[src/rsc_div.sv]
// Restoring unsigned divider, one quotient bit per cycle.
module rsc_div #(
   parameter int NW = 67,
   parameter int VW = 48
) (
   input  logic          clock,
   input  logic          reset,
   input  logic          start,
   input  logic [NW-1:0] dividend,
   input  logic [VW-1:0] divisor,
   output logic          done,
   output logic [NW-1:0] quotient
);

   localparam int CNTW = $clog2(NW + 1);

   logic [NW-1:0]   num_ff;
   logic [VW-1:0]   den_ff;
   logic [VW-1:0]   rem_ff;
   logic [NW-1:0]   quo_ff;
   logic [CNTW-1:0] cnt_ff;
   logic            busy_ff;
   logic            done_ff;

   logic [VW:0] shifted;
   logic        fits;

   assign shifted = {rem_ff, num_ff[NW-1]};
   assign fits    = shifted >= {1'b0, den_ff};

   always_ff @(posedge clock) begin
      if (reset) begin
         busy_ff <= 1'b0;
         done_ff <= 1'b0;
         cnt_ff  <= '0;
      end else begin
         done_ff <= 1'b0;
         if (start) begin
            num_ff  <= dividend;
            den_ff  <= divisor;
            rem_ff  <= '0;
            quo_ff  <= '0;
            cnt_ff  <= '0;
            busy_ff <= 1'b1;
         end else if (busy_ff) begin
            rem_ff <= fits ? VW'(shifted - {1'b0, den_ff}) : shifted[VW-1:0];
            quo_ff <= {quo_ff[NW-2:0], fits};
            num_ff <= num_ff << 1;
            cnt_ff <= cnt_ff + 1'b1;
            if (cnt_ff == CNTW'(NW - 1)) begin
               busy_ff <= 1'b0;
               done_ff <= 1'b1;
            end
         end
      end
   end

   assign done     = done_ff;
   assign quotient = quo_ff;

endmodule

[config.mk]
export PLATFORM = sky130hd
export DESIGN_NAME = rsc_div
export DESIGN_NICKNAME = d
export VERILOG_FILES = /design/src/rsc_div.sv
export SDC_FILE = /design/constraint.sdc
export NUM_CORES = 1
export LEC_CHECK = 0
export ABC_AREA = 1
export BUFFER_PORTS_ARGS = -buffer_cell sky130_fd_sc_hd__buf_2
export CORE_MARGIN = 2
export CORE_UTILIZATION = 35
export CTS_CLUSTER_SIZE = 14
export DETAILED_ROUTE_END_ITERATION = 8
export GPL_TIMING_DRIVEN = 0
export PLACE_DENSITY_LB_ADDON = 0.08
export SYNTH_ARGS = -nofsm -noshare
export SYNTH_HDL_FRONTEND = slang
export SYNTH_SLANG_ARGS = --single-unit
[constraint.sdc]
create_clock -name clock -period 23.9 [get_ports clock]
set_input_delay 2.39 -clock clock [delete_from_list [all_inputs] [get_ports clock]]
set_output_delay 2.39 -clock clock [all_outputs]
set_load 0.005 [all_outputs]
After elaboration in Yosys (flattened, before gate mapping)
Index checks and enable logic that the tools add are counted.
{"block": "word_totals", "out_inout_bits": 68, "in_bits": 118, "word_cells": 27, "register_bits": 239}
{"block": "op_classes", "n_lt_le_gt_ge": 1, "n_addsub": 2, "n_eq_ne": 1, "bitwise_logic": 2, "n_reduce_logical": 5, "mux": 9}
{"operator": "67-bit 2-to-1 mux", "n": 3}
{"operator": "48-bit 2-to-1 mux", "n": 2}
{"operator": "49-bit by 48-bit greater-or-equal comparator with 1-bit output", "n": 1}
{"operator": "48-bit subtractor", "n": 1}
{"operator": "7-bit by 1-bit adder with 7-bit output, second input constant", "n": 1}
{"operator": "7-bit == test, second input constant", "n": 1}
{"operator": "1-bit 2-to-1 mux", "n": 4}
{"operator": "2-bit AND reduction", "n": 2}
{"operator": "3-bit OR reduction", "n": 1}
{"operator": "1-bit NOT", "n": 2}
{"operator": "2-bit nonzero test", "n": 1}
{"operator": "2-bit OR reduction", "n": 1}

Logic depth before layout (Yosys ltp)
{"block": "logic_depth", "depth_word": 4, "mapped_depth": 17, "mapped_depth_nobuf": 17}

Least setup slack after synthesis
No wires, ideal clock.
{"block": "synth_timing", "kind": "in2reg", "start": "input port start", "end": "register num_ff[0], enable pin", "path_stages": 3, "path_slack_ns": 11.529, "required_time_ns": 23.112, "arrival_ns": 11.583, "path_buffers": 1, "setup_time_ns": 0.788, "cell_sequence": "clkbuf_1 -> inv_2 -> a21oi_1"}
{"block": "synth_via", "elab_chain_len": 2}
{"element": "start, declared", "line_no": "8", "text": "input logic start,"}
{"element": "2-bit nonzero test (no line)"}
{"element": "2-bit AND reduction (no line)"}
{"element": "end signal, assigned", "line_no": "39", "text": "num_ff <= dividend;"}
{"element": "end signal, assigned", "line_no": "48", "text": "num_ff <= num_ff << 1;"}
{"element": "end, declared", "line_no": "17", "text": "logic [NW-1:0] num_ff;"}
No other way between the ends.
A chain may end at the register's enable or synchronous reset.

Worst setup path after layout
{"block": "layout_timing", "start": "input port start", "end": "register num_ff[50], enable pin"}
Same word-level chain as after synthesis.

==> impl_metrics.py <==
metrics = {
    "die": {
        "ios": 186,
        "fp-row-count": 74,
        "die_w_um": 206.0,
        "die_area_um2": 42450,
        "start_util_pct": 35.23,
        "core-area_um2": 40550,
        "dieHeight_um": 206.0,
    },
    "setup_path": {
        "crit_chain": "clkbuf_1, inv_2, a21oi_4, buf_12, buf_12, buf_16, buf_12",
        "cp_max_fo": 29,
        "crit_top_cell": "buf_12",
        "worstSetupEndpointType": "flop",
        "critPathMaxStageDelay_ns": 0.50,
        "start_kind": "primary input",
        "cp_data_arrival_time_ns": 4.61,
        "critPathKind": "primary input to flop",
        "required_ns": 24.19,
        "cp_slowest_cell": "a21oi_4",
    },
    "synthesis": {
        "synth.net_count": 2004,
        "synth.most_common_cell": "nand2_1",
        "ys_top_cells_by_count": "nand2_1, inv_1, edfxtp_1",
        "yosysUniqueCellTypes": 38,
        "syn_inst": 1835,
        "syn_area_per_cell_um2": 7.786,
        "netlist_area_um2": 14290,
        "synth-seq-cells": 239,
        "yosysTopAreaCellShare_pct": 48.34,
        "ys.flop_type": "edfxtp_1",
        "ys_warn_count": 0,
        "synth_edf_count": 230,
        "synth-async-reset-ratio_pct": 0,
        "netlist.top_cell.by_area": "edfxtp_1",
        "ys_top_cells_by_area": "edfxtp_1, nand2_1, inv_1",
        "synth_seq_area_share_pct": 49.60,
    },
    "detailed_routing": {
        "routedWlPerCell_um": 15.48,
        "initialDrtViolationCount": 773,
        "drt_drc_violations_left": 0,
        "routed_wl_um": 40470,
        "ant_nets": 0,
        "vias": 11610,
        "vias_per_cell": 4.441,
        "firstDrtPassIters": 4,
    },
    "timing": {
        "fin_setup_tns_ns": 0,
        "slew_viol_final": 0,
        "worstMarginPinSlew_ns": 0.8331,
        "slew_headroom_pct": 44.46,
        "fmax_ghz": 0.2316,
        "fin_ws_ns": 19.58,
        "final_hold_viol_count": 0,
        "fin_crit_ns": 4.318,
        "skew_ns": 0.02997,
        "final.period_utilization_pct": 18.07,
        "rsz0062_at_grt": "false",
        "setup_viol": 0,
    },
    "clocking": {
        "cts_setup_buffers": 0,
        "cts.sinks": 239,
        "clkTransAtPathRegs_ns": 0.06,
        "cts-root-buf": "clkbuf_16",
        "cts_buffer_depth": 3,
        "h-tree-depth": 1,
        "cts_hold_buf": 0,
        "cts_tree": "yes",
        "numCtsBuffers": 28,
        "clock_latency_ns": 0.59,
        "cts-resized-gates": 0,
    },
    "global_route": {
        "overflow": 0,
        "grt_pass1_wl_um": 62990,
        "grt_antenna_before_repair": 15,
        "grt_util_all_layers_pct": 19.27,
        "grt_max_degree": 31,
        "grt_pass1_vias": 11490,
    },
    "power_and_ir_drop": {
        "p_comb_share_pct": 23.3,
        "switching_share_pct": 30.77,
        "p_leak_nw": 8.658,
        "clockPowerShare_pct": 36.5,
        "power_density_nw_per_um2": 74.60,
        "max-vdd-ir-drop_uv": 53.71,
        "switchingPower_uw": 392.0,
        "p_int_uw": 881.8,
        "pwr-share-seq_pct": 40.2,
    },
    "place": {
        "place_ws_ns": 18.88,
        "dp_hpwl_um": 31930,
        "port_buffers": 184,
        "place_congestion": 0.8935,
    },
    "flow_run": {
        "cap_viol_max_count": 0,
    },
    "hold_path": {
        "hold_class": "flop to flop",
    },
    "run_status": {
        "status": "finished clean",
    },
    "finish": {
        "fillerInstances": 4234,
        "layout.nets": 2226,
        "syn_to_final_growth_pct": 19.51,
        "drive_above_1_share_pct": 16.27,
    },
}
-- per-layer routing --
| layer | up-vias | track usage (%) | wire (um) |
|---|---|---|---|
| li1 | 6056 | - | - |
| met1 | 5226 | 25.63 | 18650 |
| met2 | 236 | 31.17 | 17980 |
| met3 | 70 | 5.440 | 2813 |
| met4 | 22 | 4.235 | 891 |
| met5 | - | 0 | 137 |
-- final timing paths --
check | startpoint | end | slack, ns | cells after the start
max | start | num_ff[50] | 19.58 | 7
min | cnt_ff[6] | cnt_ff[6] | 0.50 | 2
max reg2reg | rem_ff[3] | rem_ff[40] | 21.15 | 12
min reg2reg | cnt_ff[6] | cnt_ff[6] | 0.50 | 2
-- metrics by stage --
step                      cells  util [%]  power, mW  hold WS (ns)  cell area, um^2
after detailed placement   2559     39.62     0.8183        0.4825            16070
after global placement     2551     39.14     0.8224        0.4611            15870
after CTS                  2610     42.08      1.292        0.4933            17070
after global routing       2611     42.09      1.348        0.5290            17070
after floorplan            1835         -     0.7292        0.4496            14290
final                      2614     42.10      1.274        0.4970            17080
-- state kept, by name, indices dropped and copies added, names as in the netlist --
signal and count:
cnt_ff 7, quotient 67, num_ff 67, rem_ff 48, den_ff 48, done 1
busy_ff 1
-- placed cells by master, fill, tap and decap left out, types with 4 or more instances in the layout --
cell type	instances
buf_1	4
xor2_1	23
nand3b_1	30
dfxtp_1	9
nand3_1	55
edfxtp_1	230
diode_2	4
nand2_1	696
nand3_2	14
nor4_1	4
clkinv_2	4
clkbuf_16	28
nor2_1	189
clkinv_1	9
nand2_2	11
nor2_2	29
buf_2	187
ha_1	50
bufinv_16	6
clkbuf_1	27
inv_1	350
nor3_1	7
buf_12	8
a21oi_1	31
inv_2	27
nand4_1	11
-- area by class of cell --
type | count | area, um^2 | area share [%]
Antenna cell | 4 | 10.01 | 0.05862
Buffer | 40 | 227.7 | 1.334
Sequential cell | 239 | 7087 | 41.50
Timing Repair Buffer | 192 | 1096 | 6.419
Tap cell | 532 | 665.6 | 3.898
Multi-Input combinational cell | 1175 | 5554 | 32.53
Clock inverter | 22 | 292.8 | 1.715
Clock buffer | 29 | 704.4 | 4.125
Inverter | 381 | 1438 | 8.419
-- power groups by stage --
stage / clock network [mW] / logic [mW] / registers, mW
3_3_place_gp: 0 / 0.292 / 0.530
3_5_place_dp: 0 / 0.298 / 0.520
2_1_floorplan: 0 / 0.205 / 0.524
6_report: 0.465 / 0.297 / 0.512
4_1_cts: 0.481 / 0.300 / 0.512
5_1_grt: 0.496 / 0.337 / 0.515
-- critical path, delay by kind of cell --
kind	cells	cell delay, ns
AO/OA/AOI/OAI	1	0.50
buffers and inverters	6	1.69
-- cells by family after synthesis --
group | synth area share [%]
and+or+nand+nor | 31.12
buffers and inverters | 11.66
DFF | 49.60
adders and majority gates | 4.519
AOI/OAI and AO/OA | 1.629
xor gates and xnor gates | 1.471
Power figures use the tool's default switching activity.
