==> src/rsc_pkg.sv <==
// Shared widths, codes and constants for the ray-sphere closest-hit block.
package rsc_pkg;

   localparam int FIELD_W   = 32;
   localparam int RADIUS_W  = 31;
   localparam int INDEX_W   = 6;
   localparam int COUNT_W   = 7;
   localparam int FRAC_BITS = 16;
   localparam int MUL_DIGIT = 16;

   localparam logic KIND_LOAD = 1'b0;
   localparam logic KIND_CAST = 1'b1;

   localparam logic [FIELD_W-1:0] T_MAX = 32'h7FFF_FFFF;

endpackage

==> src/rsc_mul.sv <==
// Multi-cycle signed multiplier, one digit of the multiplier per cycle.
module rsc_mul #(
   parameter int MW = 51
) (
   input  logic                   clock,
   input  logic                   reset,
   input  logic                   start,
   input  logic signed [MW-1:0]   op_a,
   input  logic signed [MW-1:0]   op_b,
   output logic                   done,
   output logic signed [2*MW-1:0] product
);

   localparam int DIG   = rsc_pkg::MUL_DIGIT;
   localparam int STEPS = (MW + DIG - 1) / DIG;
   localparam int LW    = STEPS * DIG;
   localparam int AW    = MW + LW;
   localparam int CNTW  = $clog2(STEPS + 1);

   logic [MW-1:0]          mcand_ff;
   logic [LW-1:0]          mplier_ff;
   logic [AW-1:0]          acc_ff;
   logic                   neg_ff;
   logic                   busy_ff;
   logic                   done_ff;
   logic [CNTW-1:0]        cnt_ff;
   logic signed [2*MW-1:0] product_ff;

   logic [MW-1:0]     mag_a;
   logic [MW-1:0]     mag_b;
   logic [MW+DIG-1:0] partial;
   logic [2*MW-1:0]   acc_lo;

   assign mag_a   = op_a[MW-1] ? MW'(-op_a) : MW'(op_a);
   assign mag_b   = op_b[MW-1] ? MW'(-op_b) : MW'(op_b);
   assign partial = mcand_ff * mplier_ff[LW-1 -: DIG];
   assign acc_lo  = acc_ff[2*MW-1:0];

   always_ff @(posedge clock) begin
      if (reset) begin
         busy_ff <= 1'b0;
         done_ff <= 1'b0;
         cnt_ff  <= '0;
      end else begin
         done_ff <= 1'b0;
         if (start) begin
            mcand_ff  <= mag_a;
            mplier_ff <= LW'(mag_b);
            acc_ff    <= '0;
            neg_ff    <= op_a[MW-1] ^ op_b[MW-1];
            cnt_ff    <= '0;
            busy_ff   <= 1'b1;
         end else if (busy_ff) begin
            if (cnt_ff == CNTW'(STEPS)) begin
               // apply the sign once the magnitude is complete
               product_ff <= $signed(neg_ff ? (~acc_lo + 1'b1) : acc_lo);
               busy_ff    <= 1'b0;
               done_ff    <= 1'b1;
            end else begin
               acc_ff    <= (acc_ff << DIG) + AW'(partial);
               mplier_ff <= mplier_ff << DIG;
               cnt_ff    <= cnt_ff + 1'b1;
            end
         end
      end
   end

   assign done    = done_ff;
   assign product = product_ff;

endmodule

==> config.mk <==
export PLATFORM = sky130hd
export DESIGN_NAME = rsc_mul
export DESIGN_NICKNAME = d
export VERILOG_FILES = /design/src/rsc_pkg.sv /design/src/rsc_mul.sv
export SDC_FILE = /design/constraint.sdc
export NUM_CORES = 2
export LEC_CHECK = 0
export ABC_CLOCK_PERIOD_IN_PS = 22000
export BUFFER_PORTS_ARGS = -buffer_cell sky130_fd_sc_hd__buf_2
export CAP_MARGIN = 20
export CORE_ASPECT_RATIO = 1.25
export CORE_MARGIN = 10
export CORE_UTILIZATION = 59
export DETAILED_ROUTE_END_ITERATION = 8
export PLACE_DENSITY = 0.83
export SLEW_MARGIN = 20
export SYNTH_ARGS = -nofsm -noshare
export SYNTH_HDL_FRONTEND = slang
export SYNTH_SLANG_ARGS = --single-unit
==> constraint.sdc <==
create_clock -name clock -period 22 [get_ports clock]
set_clock_uncertainty 0.1 [all_clocks]
set_input_delay 2.2 -clock clock [delete_from_list [all_inputs] [get_ports clock]]
set_output_delay 2.2 -clock clock [all_outputs]
set_load 0.05 [all_outputs]
**Word-level counts from Yosys, hierarchy flattened**

Cells that the tools add are included.
Widths: inputs -> output; s select.

- Bits in registers: 325
- Output and inout port bits: 103
- Logic and storage cells: 43

- Add/sub/neg operators: 5
- Multipliers: 1
- Equal/unequal tests: 2
- Multiplexer cells: 12
- Bitwise operators: 6
- Reductions and logical operators: 7

Operator list:

| kind | number |
|---|---|
| $mux 102 | 3 |
| $mux 64 | 2 |
| $add 102x1->102 const B | 1 |
| $add 102x67->102 | 1 |
| $mux 51 | 2 |
| $neg 51->51 | 2 |
| $not 102->102 | 1 |
| $mul 51x16->67 | 1 |
| $mux 50 | 1 |
| $mux 1 | 4 |
| $not 1->1 | 4 |
| $reduce_and 2->1 | 2 |
| $reduce_and 4->1 | 1 |
| $add 3x1->3 const B | 1 |
| $eq 3x3->1 const B | 1 |
| $reduce_and 3->1 | 1 |
| $reduce_or 3->1 | 1 |
| $ne 2x2->1 const B | 1 |
| $reduce_bool 2->1 | 1 |
| $reduce_or 2->1 | 1 |
| $xor 1x1->1 | 1 |

**Logic depth before layout (Yosys ltp)**

- Depth after elaboration: 4
- Depth in mapped cells: 27
- Gate-level depth less buffers: 23

**Worst setup path before layout**

No wires, ideal clock.

- Path type: in2reg
- Start: input port start
- End: register acc_ff[0] (enable)
- Arrival time: 9.732 ns
- Setup slack: 11.474 ns
- Cell stages on the path: 4
- Path buffers: 2
- Cells stage by stage: clkbuf_1 -> clkbuf_1 -> nor2_1 -> nor2_1

- Longest elaborated chain between the ends: 2
- Elaborated cells on any way between the ends: 3

Ends and longest elaborated chain:

| item | line | RTL |
|---|---|---|
| start: declaration | rsc_mul.sv:7 | `input logic start,` |
| $ne 2x2->1 (no source line) / $reduce_bool 2->1 (equally long branches) | n/a |  |
| $reduce_and 3->1 (no source line) * | n/a |  |
| end signal: assignment | rsc_mul.sv:60 | `acc_ff <= (acc_ff << DIG) + AW'(partial);` |
| end: declaration | rsc_mul.sv:22 | `logic [AW-1:0] acc_ff;` |

Mark *: on every way between the ends. The rest lies on a longest branch, timed or not.
A chain may end at the register's enable or synchronous reset.

**Final worst setup path**

- Start: register mplier_ff[49]
- End: register acc_ff[100] (data pin)

- Longest elaborated chain between the ends: 4

Ends and longest elaborated chain:

| item | line | RTL |
|---|---|---|
| start: declaration | rsc_mul.sv:21 | `logic [LW-1:0] mplier_ff;` |
| start signal: assignment | rsc_mul.sv:48 | `mplier_ff <= LW'(mag_b);` |
| start signal: assignment | rsc_mul.sv:61 | `mplier_ff <= mplier_ff << DIG;` |
| $mul 51x16->67 | rsc_mul.sv:36 | `assign partial = mcand_ff * mplier_ff[LW-1 -: DIG];` |
| $add 102x67->102 | rsc_mul.sv:60 |  |
| $mux 102 | rsc_mul.sv:54 | `if (cnt_ff == CNTW'(STEPS)) begin` |
| $mux 102 | rsc_mul.sv:53 | `end else if (busy_ff) begin` |

No other way between the ends. The select of a mux whose other input is x is not followed.

==> key figures <==
Critical path
  • CP Data Arrival Time: ~8.8 ns
  • Crit path kind: register to register
  • Critical Path RT: 22.21 ns
  • Crit path launch type: register
  • CP Max Fanout: between 50 and 60
  • Critical path capture point type: register

Synth
  • Distinct cell type count after synthesis: between 60 and 70
  • Count leader, synth: inv_1
  • List of most frequent post-synthesis cells: inv_1, fa_1, nand2_1
  • Mapped Cells: ~4.7k
  • Post-synth ARST share: 0%
  • Top cell type by total area after synthesis: fa_1
  • Mapped cell area: 0.0439 mm^2
  • Post-synthesis area per instance: about 9.3 um^2
  • Top post-synthesis cells by area: fa_1, edfxtp_1, inv_1
  • EDFF count, synth: 320
  • Syn Nets: around 5.7k
  • #FFs+latches synth: ~330
  • Yosys warning count: 0
  • Synth top area share: 33.5%
  • Register area share after synthesis: 22.1%
  • Synth Flop Type: edfxtp_1

Layout
  • Layout area overhead: 6.49%
  • Fin nets: ~5.7k
  • Fillers: just under 6k
  • Layout cells sized above 1: roughly 7.2%
  • Fin area: roughly 0.047 mm^2

Timing
  • Max-slew headroom: between 20% and 30%
  • Post-layout min period: 8.59 ns
  • Slew @ Worst Pin: ~1.1 ns
  • Max Freq: between 100 and 150 MHz
  • Final Hold Viols: 0
  • # setup viols final: 0
  • Final setup TNS: 0 ns
  • Max-slew violation count: 0
  • Crit share post-route: 39.0%
  • RSZ-0062 raised after global routing: false

Placement
  • DP HPWL: 97700 um
  • Port Buffers: 207
  • Cell area after placement: 0.0454 mm^2
  • Placer Congestion: between 1 and 1.5

Clock network
  • Hold-fix buffer count after cts: 0
  • TritonCTS clock tree: built
  • # resized after CTS: 0
  • Clk_lat worst skew: approximately 0.59 ns
  • Htree depth: 2
  • Total CTS buffers: 38
  • Post-CTS setup buffer count: 0
  • Deepest clock path buffer count: 3
  • Root Driver: clkbuf_16
  • Sink Count: 325
  • Clk slew on worst S/H paths: 0.07 ns

Floorplan
  • Std cell rows: 111
  • Die area: between 0.08 and 0.09 mm^2
  • CORE AREA: roughly 0.074 mm^2
  • Die H: about 320 um
  • Die width: 264 um
  • IO Pins: about 210
  • Initial core utilization: about three fifths

Global route
  • Maximum number of pins on one net before global-route repair: between 100 and 150
  • Vias in the first global route: 36.6k
  • Most Used Layer, Global Route: met2
  • Total GRT Usage: just under 30%
  • Met3 Usage GRT: 5.37%
  • First-pass GRT wire length: between 200000 and 250000 um
  • Antenna violations before repair: 3
  • Met1 GRT Util: around 32%
  • Grt met2 use: 50.3%
  • GR Overflow Total: 0

Drt
  • Vias/cell: roughly 5.9
  • DR pass1 iterations: 5
  • Vias: around 34k
  • First DRT Iteration DRCs: roughly 2.8k
  • WL/cell: about 22 um
  • Detail Route Antenna Nets: 0
  • DRC Markers: 0
  • Drt total wl: ~130000 um

Run status
  • Outcome: complete, no violations

Worst hold path
  • Hold Path Class: register to register

Run
  • Max Cap Viol: 0
==> state kept, by name, summed over array words and instances, names as in the netlist <==
register and cells:
mcand_ff 51, acc_ff 102, mplier_ff 64, busy_ff 1
cnt_ff 3, neg_ff 1, done 1, product 102
==> cells in the final DEF, fill, tap and decap left out, drive strengths merged, types with 9 or more instances in the layout <==
cell type / netlist / layout
a211oi: 12 / 12
a21o: 48 / 48
a21oi: 141 / 141
a31oi: 10 / 10
and2: 302 / 302
and3: 12 / 12
buf: 6 / 232
clkbuf: 236 / 40
clkinv: 0 / 11
clkinvlp: 0 / 10
edfxtp: 320 / 320
fa: 735 / 735
ha: 160 / 160
inv: 947 / 951
mux2: 9 / 9
nand2: 689 / 689
nand2b: 23 / 23
nand3: 41 / 41
nand4: 41 / 41
nor2: 202 / 202
nor2b: 35 / 35
nor3: 44 / 44
nor4: 19 / 19
o21a: 17 / 17
o21ai: 110 / 110
o21bai: 18 / 18
o31ai: 59 / 59
o41ai: 28 / 28
or2: 12 / 12
or3: 39 / 39
or4: 30 / 30
xnor2: 198 / 198
xor2: 72 / 72
==> cell type report <==
class | instances | area (um^2) | area share (%)
inverters | 947 | 3550 | 7.60
repair buffers | 232 | 1230 | 2.63
flip-flops and latches | 325 | 9710 | 20.8
well taps | 960 | 1200 | 2.57
clock inverters | 30 | 354 | 0.757
clock buffers | 40 | 958 | 2.05
multi-input cells | 3194 | 29700 | 63.6
diodes | 2 | 5.00 | 0.0107
==> worst max-delay path, cell delays in order, from the launching register on <==
cell	delay [ns]
edfxtp_1	0.33
buf_4	0.55
nand2_1	0.18
fa_1	0.57
inv_1	0.06
fa_1	0.53
inv_1	0.05
fa_1	0.50
inv_1	0.05
fa_1	0.51
fa_1	0.55
inv_1	0.05
fa_1	0.70
inv_1	0.08
ha_1	0.41
and3_1	0.28
nor4b_1	0.61
nand2_1	0.10
a21oi_1	0.24
o211ai_1	0.36
buf_2	0.32
a2111oi_0	0.82
a31o_2	0.26
a21oi_1	0.06
==> cell families after synthesis <==
| family | after synthesis | share of synthesized area [%] |
|---|---|---|
| compound gates | 502 | 7.39 |
| xor+xnor | 270 | 5.39 |
| fa+ha+maj | 895 | 38.1 |
| buf+inv | 1189 | 10.2 |
| flops | 325 | 22.1 |
| mux | 10 | 0.254 |
| simple gates | 1517 | 16.6 |
==> stage by stage <==
step                      hold WS [ns]  util (%)  worst slack [ns]  std cells
final                            0.428      63.5             13.41       5730
after global routing             0.444      63.5             12.96       5728
after CTS                        0.427      63.5             13.61       5727
after detailed placement         0.419      61.7             13.62       5657
after global placement           0.413      61.7             13.70       5657
after floorplan                  0.388         -             11.47       4708
==> final timing paths <==
path	startpoint	to	slack, ns	cells after the start
min	busy_ff$_SDFF_PP0_	done$_SDFF_PP0_	0.43	1
max	mplier_ff[49]$_DFFE_PP_	acc_ff[100]$_SDFFCE_PP0P_	13.41	23
max reg2reg	mplier_ff[49]$_DFFE_PP_	acc_ff[100]$_SDFFCE_PP0P_	13.41	23
min reg2reg	busy_ff$_SDFF_PP0_	done$_SDFF_PP0_	0.43	1
==> layer usage <==
metal	share of wire [%]	vias up
met5	0.018	-
met4	9.3	6
met3	7.9	633
met2	50	1854
met1	33	16700
li1	-	14700
Power is not shown: default switching activity piles up to over one toggle a cycle in this logic, so the estimate is an artifact.
