## src/rsc_sqrt.sv

```systemverilog
// Restoring integer square root, one result bit per cycle.
module rsc_sqrt #(
   parameter int SW = 50
) (
   input  logic            clock,
   input  logic            reset,
   input  logic            start,
   input  logic [2*SW-1:0] radicand,
   output logic            done,
   output logic [SW-1:0]   root
);

   localparam int CNTW = $clog2(SW + 1);

   logic [2*SW-1:0] rad_ff;
   logic [SW+1:0]   rem_ff;
   logic [SW-1:0]   root_ff;
   logic [CNTW-1:0] cnt_ff;
   logic            busy_ff;
   logic            done_ff;

   logic [SW+3:0] trial;
   logic [SW+3:0] test;

   assign trial = {rem_ff, rad_ff[2*SW-1 -: 2]};
   assign test  = {2'b00, root_ff, 2'b01};

   always_ff @(posedge clock) begin
      if (reset) begin
         busy_ff <= 1'b0;
         done_ff <= 1'b0;
         cnt_ff  <= '0;
      end else begin
         done_ff <= 1'b0;
         if (start) begin
            rad_ff  <= radicand;
            rem_ff  <= '0;
            root_ff <= '0;
            cnt_ff  <= '0;
            busy_ff <= 1'b1;
         end else if (busy_ff) begin
            if (trial >= test) begin
               rem_ff  <= (SW+2)'(trial - test);
               root_ff <= {root_ff[SW-2:0], 1'b1};
            end else begin
               rem_ff  <= trial[SW+1:0];
               root_ff <= {root_ff[SW-2:0], 1'b0};
            end
            rad_ff <= rad_ff << 2;
            cnt_ff <= cnt_ff + 1'b1;
            if (cnt_ff == CNTW'(SW - 1)) begin
               busy_ff <= 1'b0;
               done_ff <= 1'b1;
            end
         end
      end
   end

   assign done = done_ff;
   assign root = root_ff;

endmodule

```

## config.mk

```make
export PLATFORM = sky130hd
export DESIGN_NAME = rsc_sqrt
export DESIGN_NICKNAME = d
export VERILOG_FILES = /design/src/rsc_sqrt.sv
export SDC_FILE = /design/constraint.sdc
export NUM_CORES = 1
export LEC_CHECK = 0
export BUFFER_PORTS_ARGS = -buffer_cell sky130_fd_sc_hd__clkbuf_2
export CORE_ASPECT_RATIO = 1.25
export CORE_UTILIZATION = 53
export DETAILED_ROUTE_END_ITERATION = 10
export PLACE_DENSITY = 0.77
export SLEW_MARGIN = 20
export SYNTH_ARGS = -nofsm -noshare
export SYNTH_HDL_FRONTEND = slang
export SYNTH_SLANG_ARGS = --single-unit
```

## constraint.sdc

```tcl
create_clock -name clock -period 9 [get_ports clock]
set_input_delay 0 -clock clock [delete_from_list [all_inputs] [get_ports clock]]
set_output_delay 0 -clock clock [all_outputs]
set_load 0.005 [all_outputs]
```

== Word level (Yosys, flattened, before mapping) ==
Index checks and enable logic that the tools add are counted.
Widths: inputs -> output; s select.

* Bits in writable memories: 0
* ROM bits: 0
* Register bits after elaboration: 210
* Logic and storage cells: 26
* Output and inout bits: 51
* Bits in latches: 0
* Memories: 0

* Magnitude comparators: 1
* Bitwise gates (word level): 2
* Reduce and logical (&&, ||, !) cells: 4
* Equal/unequal tests: 1
* Multiplexer cells: 10
* Add/sub/neg operators: 2
* Multiply operators: 0
* Shift operators: 0
* Divide/modulo/power cells: 0

{| class="wikitable"
|+ Operators with widths
! cell !! number
|-
| $mux 100 || 2
|-
| $mux 52 || 2
|-
| $ge 54x52->1 || 1
|-
| $sub 52x52->52 || 1
|-
| $mux 50 || 1
|-
| $add 6x1->6 const B || 1
|-
| $eq 6x6->1 const B || 1
|-
| $mux 1 || 5
|-
| $reduce_or 3->1 || 1
|-
| $not 1->1 || 2
|-
| $reduce_and 2->1 || 1
|-
| $reduce_bool 2->1 || 1
|-
| $reduce_or 2->1 || 1
|}

== Longest topological paths before layout ==
Gate-level depths: netlist of run 1.

* Word-level depth: 4
* Depth in mapped cells: 13

== Worst setup path before layout of run 1 ==
Ideal clock, no wire load.

* Kind: reg-to-reg
* Start: register busy_ff
* End: register rad_ff[0], enable pin
* Cell stages (with the launch flop): 4
* Arrival: 9.011 ns
* Data required time: 8.232 ns
* Setup slack: -0.780 ns
* Path buffers: 1
* Cell sequence: dfxtp_1 > clkbuf_1 > nor2_1 > nor2_1

* Cells in the longest elaborated chain, start to end: 2

{| class="wikitable"
|+ RTL lines
! what !! line !! RTL
|-
| start, declared || 19 || <nowiki>logic busy_ff;</nowiki>
|-
| start signal, assigned || 30 || <nowiki>busy_ff <= 1'b0;</nowiki>
|-
| start signal, assigned || 40 || <nowiki>busy_ff <= 1'b1;</nowiki>
|-
| start signal, assigned || 52 || <nowiki>busy_ff <= 1'b0;</nowiki>
|-
| $reduce_bool 2->1 (no source line) || -- ||
|-
| $reduce_and 2->1 (no source line) || -- ||
|-
| end signal, assigned || 36 || <nowiki>rad_ff <= radicand;</nowiki>
|-
| end signal, assigned || 49 || <nowiki>rad_ff <= rad_ff << 2;</nowiki>
|-
| end, declared || 15 || <nowiki>logic [2*SW-1:0] rad_ff;</nowiki>
|}

Every way passes these cells.
A chain may end at the register's enable or synchronous reset.

== Worst setup path after layout of run 1 ==
* Start: register rem_ff[39]
* End: register rem_ff[48], data pin

* Cells in the longest elaborated chain, start to end: 3

{| class="wikitable"
|+ RTL lines
! what !! line !! RTL
|-
| start, declared || 16 || <nowiki>logic [SW+1:0] rem_ff;</nowiki>
|-
| start signal, assigned || 43 || <nowiki>rem_ff <= (SW+2)'(trial - test);</nowiki>
|-
| start signal, assigned || 46 || <nowiki>rem_ff <= trial[SW+1:0];</nowiki>
|-
| $sub 52x52->52 or $ge 54x52->1 (tied branches) || 43, 42 ||
|-
| $mux 52 (*) || 42 || <nowiki>if (trial >= test) begin</nowiki>
|-
| $mux 52 (*) || 41 || <nowiki>end else if (busy_ff) begin</nowiki>
|}

Mark *: on every way between the ends. The rest lies on a longest branch, timed or not. The select of a mux whose other input is x is not followed.

==> flow_metrics.env, run 1 <==
export IMPL_ys_flop_type="edfxtp_1"
export IMPL_hold_end="root[28]"
export IMPL_post_cts_buffers=0
export IMPL_yosys_area_share_simple_pct=12.29
export IMPL_post_drt_wl_per_cell_um=18.98
export IMPL_cp_arrival_ns=4.01
export IMPL_die_w_um=137.0
export IMPL_synth_warnings=0
export IMPL_yosys_area_top_type="edfxtp_1"
export IMPL_cts_tree="yes"
export IMPL_cts_htree_levels=1
export IMPL_synth_top_area_share_pct=50.22
export IMPL_setup_ws_ns=5.385
export IMPL_synth_compound_area_share_pct=11.64
export IMPL_reg2reg_from="rem_ff[39]"
export IMPL_cts_buffers=23
export IMPL_drt_iter0_markers=607
export IMPL_fin_nets=1472
export IMPL_overflow=0
export IMPL_cts_root_buf="clkbuf_16"
export IMPL_core_rowCount=61
export IMPL_ir_worst_vdd_v=0.0002225
export IMPL_start_util_pct=54.19
export IMPL_die_area_um2=23400
export IMPL_synth_area_um2=12080
export IMPL_coreArea_um2=22290
export IMPL_synth_top_cells_by_area="edfxtp_1 50%, mux2_2 9.2%, ha_1 5.6%, nor2_1 4.3%, a21oi_1 2.7%"
export IMPL_synth_nets=1243
export IMPL_dp_hpwl_mm=19.13
export IMPL_port_buffer_count=153
export IMPL_multi_input_area_um2=5373
export IMPL_antenna_found_initial=2
export IMPL_power_density_nw_per_um2=191.6
export IMPL_synth_cells=1086
export IMPL_synth_mux_area_share_pct=11.63
export IMPL_rsz0062_at_grt="false"
export IMPL_p_int_mw=2.000
export IMPL_r2r_worst_path_cells=11
export IMPL_hold_path_depth=2
export IMPL_maxCapViolCount=0
export IMPL_die_h_um=170.8
export IMPL_ctsResizeCount=0
export IMPL_switchingPower_mw=0.8283
export IMPL_vias=9360
export IMPL_switching_share_pct=29.29
export IMPL_pin_count=154
export IMPL_postCtsHoldBufs=101
export IMPL_synthArstFlopShare_pct=0
export IMPL_synth_edf_count=202
export IMPL_grt_max_degree=136
export IMPL_fin_crit_ns=3.615
export IMPL_p_leak_nw=6.087
export IMPL_ys_seq_area_share_pct=51.55
export IMPL_critPathKind="reg2reg"
export IMPL_grt_pass1_vias=9436
export IMPL_clockBufferDepth=3
export IMPL_hold_class="in2reg"
export IMPL_vias_per_cell=5.796
export IMPL_ant_nets=0
export IMPL_p_seq_share_pct=42.8
export IMPL_drt_drc_violations_left=0
export IMPL_pwr_share_clk_pct=32.7
export IMPL_fin_skew_ns=0.01052
export IMPL_combinationalPowerShare_pct=24.5
export IMPL_reg2reg_slack_ns=5.38
export IMPL_worst_pin_slew_ns=1.102
export IMPL_synth_top_family_by_area="simple AND/OR/NAND/NOR gates"
export IMPL_max_freq_mhz=276.6
export IMPL_crit_path_max_fanout=27
export IMPL_cp_start_kind="flip-flop"
export IMPL_slew_viol_final=0
export IMPL_synth_seq_cells=210
export IMPL_clock_latency_ns=0.53
export IMPL_setup_viol=0
export IMPL_status="completed"
export IMPL_clkTransAtPathRegs_ns=0.06
export IMPL_synth_xor_area_share_pct=3.191
export IMPL_routabilityCongestion=0.9442
export IMPL_finalWirelength_mm=30.66
export IMPL_end_kind="flip-flop"
export IMPL_hold_viol=0
export IMPL_dp_slack_ns=5.496
export IMPL_dr_pass1_iters=6
export IMPL_fin_setup_tns_ns=0
export IMPL_postSynthAreaPerCell_um2=11.12
export IMPL_clock_sinks=210
export IMPL_drive_gt1_share_pct=22.56
export IMPL_slew_headroom_pct=26.53
export IMPL_grt_pass1_wl_mm=47.84
export IMPL_hold_path_startpoint="start"
export IMPL_regArea_um2=6226
export IMPL_fillers=1678
export IMPL_grt_usage_pct=26.27
export IMPL_area_delta_synth_final_pct=22.21
export IMPL_fin_crit_sh_pct=40.17
export IMPL_synth_fa_ha_area_share_pct=5.594
export IMPL_synth_cell_types=66
export IMPL_crit_required_ns=9.40
export IMPL_worst_r2r_endpoint="rem_ff[48]"
-- layer usage --
metal  vias up  share of wire (%)  global-route usage [%]
met1      4540                 38                   30.13
li1       4449                  -                       -
met3        55                6.0                   4.770
met5         -                  0                       0
met4         0                2.5                   7.645
met2       316                 53                   49.01
-- synthesized netlist by cell type, types with 4 or more instances --
master	instances
a31oi_1	6
xnor2_1	24
nor2b_1	8
dfxtp_1	8
a211oi_1	15
inv_1	68
nor3b_1	5
o21ai_0	29
nand2_1	56
a21oi_1	65
nand3_1	12
nand4b_1	7
or2_2	5
o21a_1	12
o22ai_1	5
o211ai_1	7
a21o_1	31
nor2_1	137
edfxtp_1	202
nor3_1	11
o21bai_1	12
nor4_1	4
and2_1	6
nand4_1	27
clkbuf_1	33
o221ai_1	4
mux2_2	99
nand2b_1	11
ha_1	54
mux2i_1	29
xor2_1	20
buf_2	16
and3_1	8
-- power groups by stage --
stage	Sequential [mW]	Clock, mW	Combinational, mW
after floorplan	1.23	0	0.486
after global placement	1.22	0	0.630
after detailed placement	1.23	0	0.643
after CTS	1.21	0.926	0.681
after global routing	1.22	0.970	0.760
final	1.21	0.923	0.693
-- area by class of cell --
class | instances | area share, %
clock inverters | 9 | 0.5679
multi-input cells | 752 | 36.40
well taps | 283 | 2.399
repair buffers | 260 | 12.38
flip-flops and latches | 210 | 42.18
clock buffers | 31 | 4.306
inverters | 68 | 1.729
diodes | 2 | 0.03391
-- worst max path at each step --
stage | depth (start not counted) | to | start
after global placement | 11 | rem_ff[37] | root[0]
after global routing | 12 | rem_ff[48] | root[36]
after detailed placement | 11 | rem_ff[37] | root[0]
after floorplan | 3 | rad_ff[0] | busy_ff
final | 11 | rem_ff[48] | rem_ff[39]
after CTS | 11 | rem_ff[37] | root[36]
-- stage by stage --
step,std cells,cell area (um2),hold slack (ns),power (mW),utilization [%]
final,1615,14760,0.1465,2.828,66.23
after global routing,1615,14760,0.1830,2.948,66.23
after CTS,1613,14760,0.1395,2.816,66.21
after detailed placement,1472,13030,0.3037,1.870,58.44
after global placement,1472,13030,0.2882,1.854,58.44
after floorplan,1086,12080,0.2038,1.711,-
-- registers in the layout, indices dropped and copies added, names as in the netlist --
register and cells:
root 50, done 1, rem_ff 52, cnt_ff 6, busy_ff 1, rad_ff 100
-- kinds of logic (layout without fill, tap and decap cells) --
kind of cell | Yosys count | after routing
buffers and inverters | 124 | 368
adders and majority gates | 54 | 54
other | 0 | 2
AOI/OAI and AO/OA | 214 | 214
DFF | 210 | 210
xor gates and xnor gates | 44 | 44
and+or+nand+nor | 312 | 312
muxes | 128 | 128
-- critical path, cell delays in order, from the launching register on --
cell	delay, ns
edfxtp_1	0.41
ha_1	0.48
nand4_1	0.18
nor3_1	0.45
nand4_1	0.27
a31oi_1	0.23
nor4_1	0.11
o31ai_4	0.09
buf_4	0.33
nand2b_1	0.29
or4_1	0.57
nand3_1	0.08
-- cells in the final DEF, fill, tap and decap left out, types with 6 or more instances in the layout --
| cell | synthesis | final |
|---|---|---|
| edfxtp_1 | 202 | 202 |
| nand2_1 | 56 | 56 |
| o21bai_1 | 12 | 12 |
| nor2_1 | 137 | 136 |
| dlygate4sd3_1 | 0 | 101 |
| nand2b_1 | 11 | 11 |
| xnor2_1 | 24 | 24 |
| a31oi_1 | 6 | 6 |
| mux2i_1 | 29 | 29 |
| o211ai_1 | 7 | 7 |
| nand4b_1 | 7 | 7 |
| nand3_1 | 12 | 12 |
| mux2_2 | 99 | 99 |
| a21o_1 | 31 | 31 |
| a211oi_1 | 15 | 15 |
| dfxtp_1 | 8 | 8 |
| ha_1 | 54 | 54 |
| clkbuf_16 | 0 | 23 |
| o21a_1 | 12 | 12 |
| inv_1 | 68 | 68 |
| nor3_1 | 11 | 11 |
| xor2_1 | 20 | 20 |
| buf_4 | 2 | 6 |
| clkbuf_2 | 2 | 152 |
| nor2b_1 | 8 | 8 |
| o21ai_0 | 29 | 29 |
| a21oi_1 | 65 | 65 |
| nand4_1 | 27 | 27 |
| and2_1 | 6 | 6 |
| and3_1 | 8 | 8 |
(Power assumes the default switching activity.)
==> inputs of run 2 (changes only) <==
Clock period 9 ns to 3 ns, I/O delays scaled along.
==> flow_metrics.env, run 2 (synthesis gave the netlist of run 1 again) <==
export IMPL_fillers=1483
export IMPL_failed_checks="setup timing"
export IMPL_area_delta_synth_final_pct=35.90
export IMPL_cts_root_buf="clkbuf_16"
export IMPL_dp_slack_ns=-0.2232
export IMPL_crit_start="rem_ff[6]"
export IMPL_reg2reg_slack_ns=-0.07
export IMPL_port_buffer_count=153
export IMPL_fin_setup_tns_ns=-0.1763
export IMPL_layout_commonest_cell="edfxtp_1"
export IMPL_layout_common_cells="202 x edfxtp_1, 152 x clkbuf_2, 133 x nor2_1, 126 x buf_4, 111 x dlygate4sd3_1"
export IMPL_critPathKind="reg2reg"
export IMPL_crit_end="rem_ff[48]"
export IMPL_dr_pass1_iters=5
export IMPL_ant_nets=0
export IMPL_cp_start_kind="flip-flop"
export IMPL_fin_crit_ns=3.069
export IMPL_cts_buffers=22
export IMPL_rsz0062_at_grt="true"
export IMPL_hold_class="in2reg"
export IMPL_vias=10027
export IMPL_die_area_um2=23400
export IMPL_cts_tree="yes"
export IMPL_routabilityCongestion=0.9092
export IMPL_largest_register="rad_ff"
export IMPL_critical_path_slowest_cell="or4_1"
export IMPL_maxCapViolCount=0
export IMPL_core_rowCount=61
export IMPL_post_drt_wl_per_cell_um=19.51
export IMPL_status="complete, but fails checks"
export IMPL_power_density_nw_per_um2=551.2
export IMPL_die_w_um=137.0
export IMPL_cts_htree_levels=1
export IMPL_largest_reg_flops=100
export IMPL_crit_path_cell_trace="ha_4 -> nand4_1 -> o21bai_1 -> a31o_1 -> a221o_1 -> a211oi_4 -> o21ai_4 -> and3_4 -> or4_1 -> nand3_1"
export IMPL_grt_usage_pct=29.04
export IMPL_final_core_util_pct=73.65
export IMPL_start_util_pct=54.19
export IMPL_worst_r2r_endpoint="rem_ff[48]"
export IMPL_clock_latency_ns=0.54
export IMPL_crit_cells=10
export IMPL_drt_drc_violations_left=0
export IMPL_worst_path_buf_inv=0
export IMPL_setup_viol=5
export IMPL_clockBufferDepth=3
export IMPL_drt_iter0_markers=791
export IMPL_worst_pin_slew_ns=0.5801
export IMPL_diodes=0
export IMPL_grt_max_degree=98
export IMPL_fin_nets=1613
export IMPL_path_delay_family="compound AO/OA/AOI/OAI gates"
export IMPL_dp_cells=1579
export IMPL_end_kind="flip-flop"
export IMPL_clock_sinks=210
export IMPL_critPathMaxStageDelay_ns=0.46
export IMPL_dp_hpwl_mm=20.58
export IMPL_max_freq_mhz=325.9
export IMPL_crit_required_ns=3.39
export IMPL_clkTransAtPathRegs_ns=0.06
export IMPL_r2r_worst_path_cells=10
export IMPL_setup_ws_ns=-0.06864
export IMPL_drive_gt1_share_pct=34.24
export IMPL_finalWirelength_mm=34.24
export IMPL_hold_viol=0
export IMPL_grt_pass1_vias=10391
export IMPL_fin_skew_ns=0.01725
export IMPL_pin_count=154
export IMPL_layoutNonFillerInstCount=1755
export IMPL_cp_arrival_ns=3.46
export IMPL_reg2reg_from="rem_ff[6]"
export IMPL_coreArea_um2=22290
export IMPL_grt_pass1_wl_mm=52.27
export IMPL_overflow=0
export IMPL_crit_path_max_fanout=5
export IMPL_slew_viol_final=0
export IMPL_ir_worst_vdd_v=0.0006277
export IMPL_p_leak_nw=6.846
export IMPL_vias_per_cell=5.713
export IMPL_fin_crit_sh_pct=102.3
export IMPL_slew_headroom_pct=60.92
export IMPL_die_h_um=170.8
export IMPL_antenna_found_initial=0
-- run 2: changes by cell type in the layout (fill, tap and decap cells not counted), moves of 6 or more --
cell,before,now
buf_12,0,6
ha_1,54,38
buf_4,6,126
ha_4,0,11
buf_6,1,7
a21oi_2,0,12
inv_1,68,62
o21ai_0,29,21
a21oi_1,65,49
o21ai_1,2,8
dlygate4sd3_1,101,111
-- run 2: how the worst min path moves through the flow --
stage	startpoint	to	slack, ns	cells past startpoint
finish	start	cnt_ff[5]	0.02	3
global route	start	cnt_ff[4]	0.05	3
CTS	start	rem_ff[39]	0.001	3
detailed placement	radicand[1]	rad_ff[1]	0.30	2
global placement	radicand[1]	rad_ff[1]	0.29	2
floorplan	radicand[0]	rad_ff[0]	0.20	1
-- run 2: final cells by class --
class                   instances  area (um2)  area share (%)
flip-flops and latches        210        6226           37.93
clock buffers                  31       604.3           3.682
repair buffers                402        3017           18.38
well taps                     283       354.1           2.157
clock inverters                 9       88.84          0.5412
inverters                      68       259.0           1.578
multi-input cells             752        5864           35.73
-- run 2: power by group --
part / switching (mW) / leakage [nW] / internal, mW / total (mW)
Clock: 1.21 / 0.335 / 1.50 / 2.72
Combinational: 1.39 / 4.49 / 1.30 / 2.69
Sequential: 0.123 / 2.02 / 3.52 / 3.64
-- run 2: per-stage QoR --
step	power, mW	cell area [um2]	hold slack (ns)
detailed placement	5.911	13910	0.2961
floorplan	5.125	12110	0.2038
global route	9.432	16410	0.05181
CTS	8.732	15870	0.001320
global placement	5.862	13910	0.2853
finish	9.046	16410	0.02327
-- run 2: metal layers --
layer / vias to the layer above / share of wire, % / track usage, %
li1: 4749 / - / -
met1: 4854 / 37 / 32.37
met2: 346 / 54 / 54.28
met3: 78 / 5.3 / 4.444
met4: 0 / 3.5 / 11.85
met5: - / 0 / 0
-- run 2: worst register-to-register path: cells and delay by family, from the launching register on --
family                   cells  cell delay (ns)
AO/OA/AOI/OAI                5             1.34
adder cells (fa/ha/maj)      1             0.31
flip-flops                   1             0.44
AND/OR/NAND/NOR              4             0.85
-- run 2: timing repair --
action	in CTS	in global routing
pin swaps	6	27
endpoints found under the hold margin	117	0
setup buffers	6	20
hold buffers	111	0
setup endpoints to repair	28	53
resized for setup	19	85
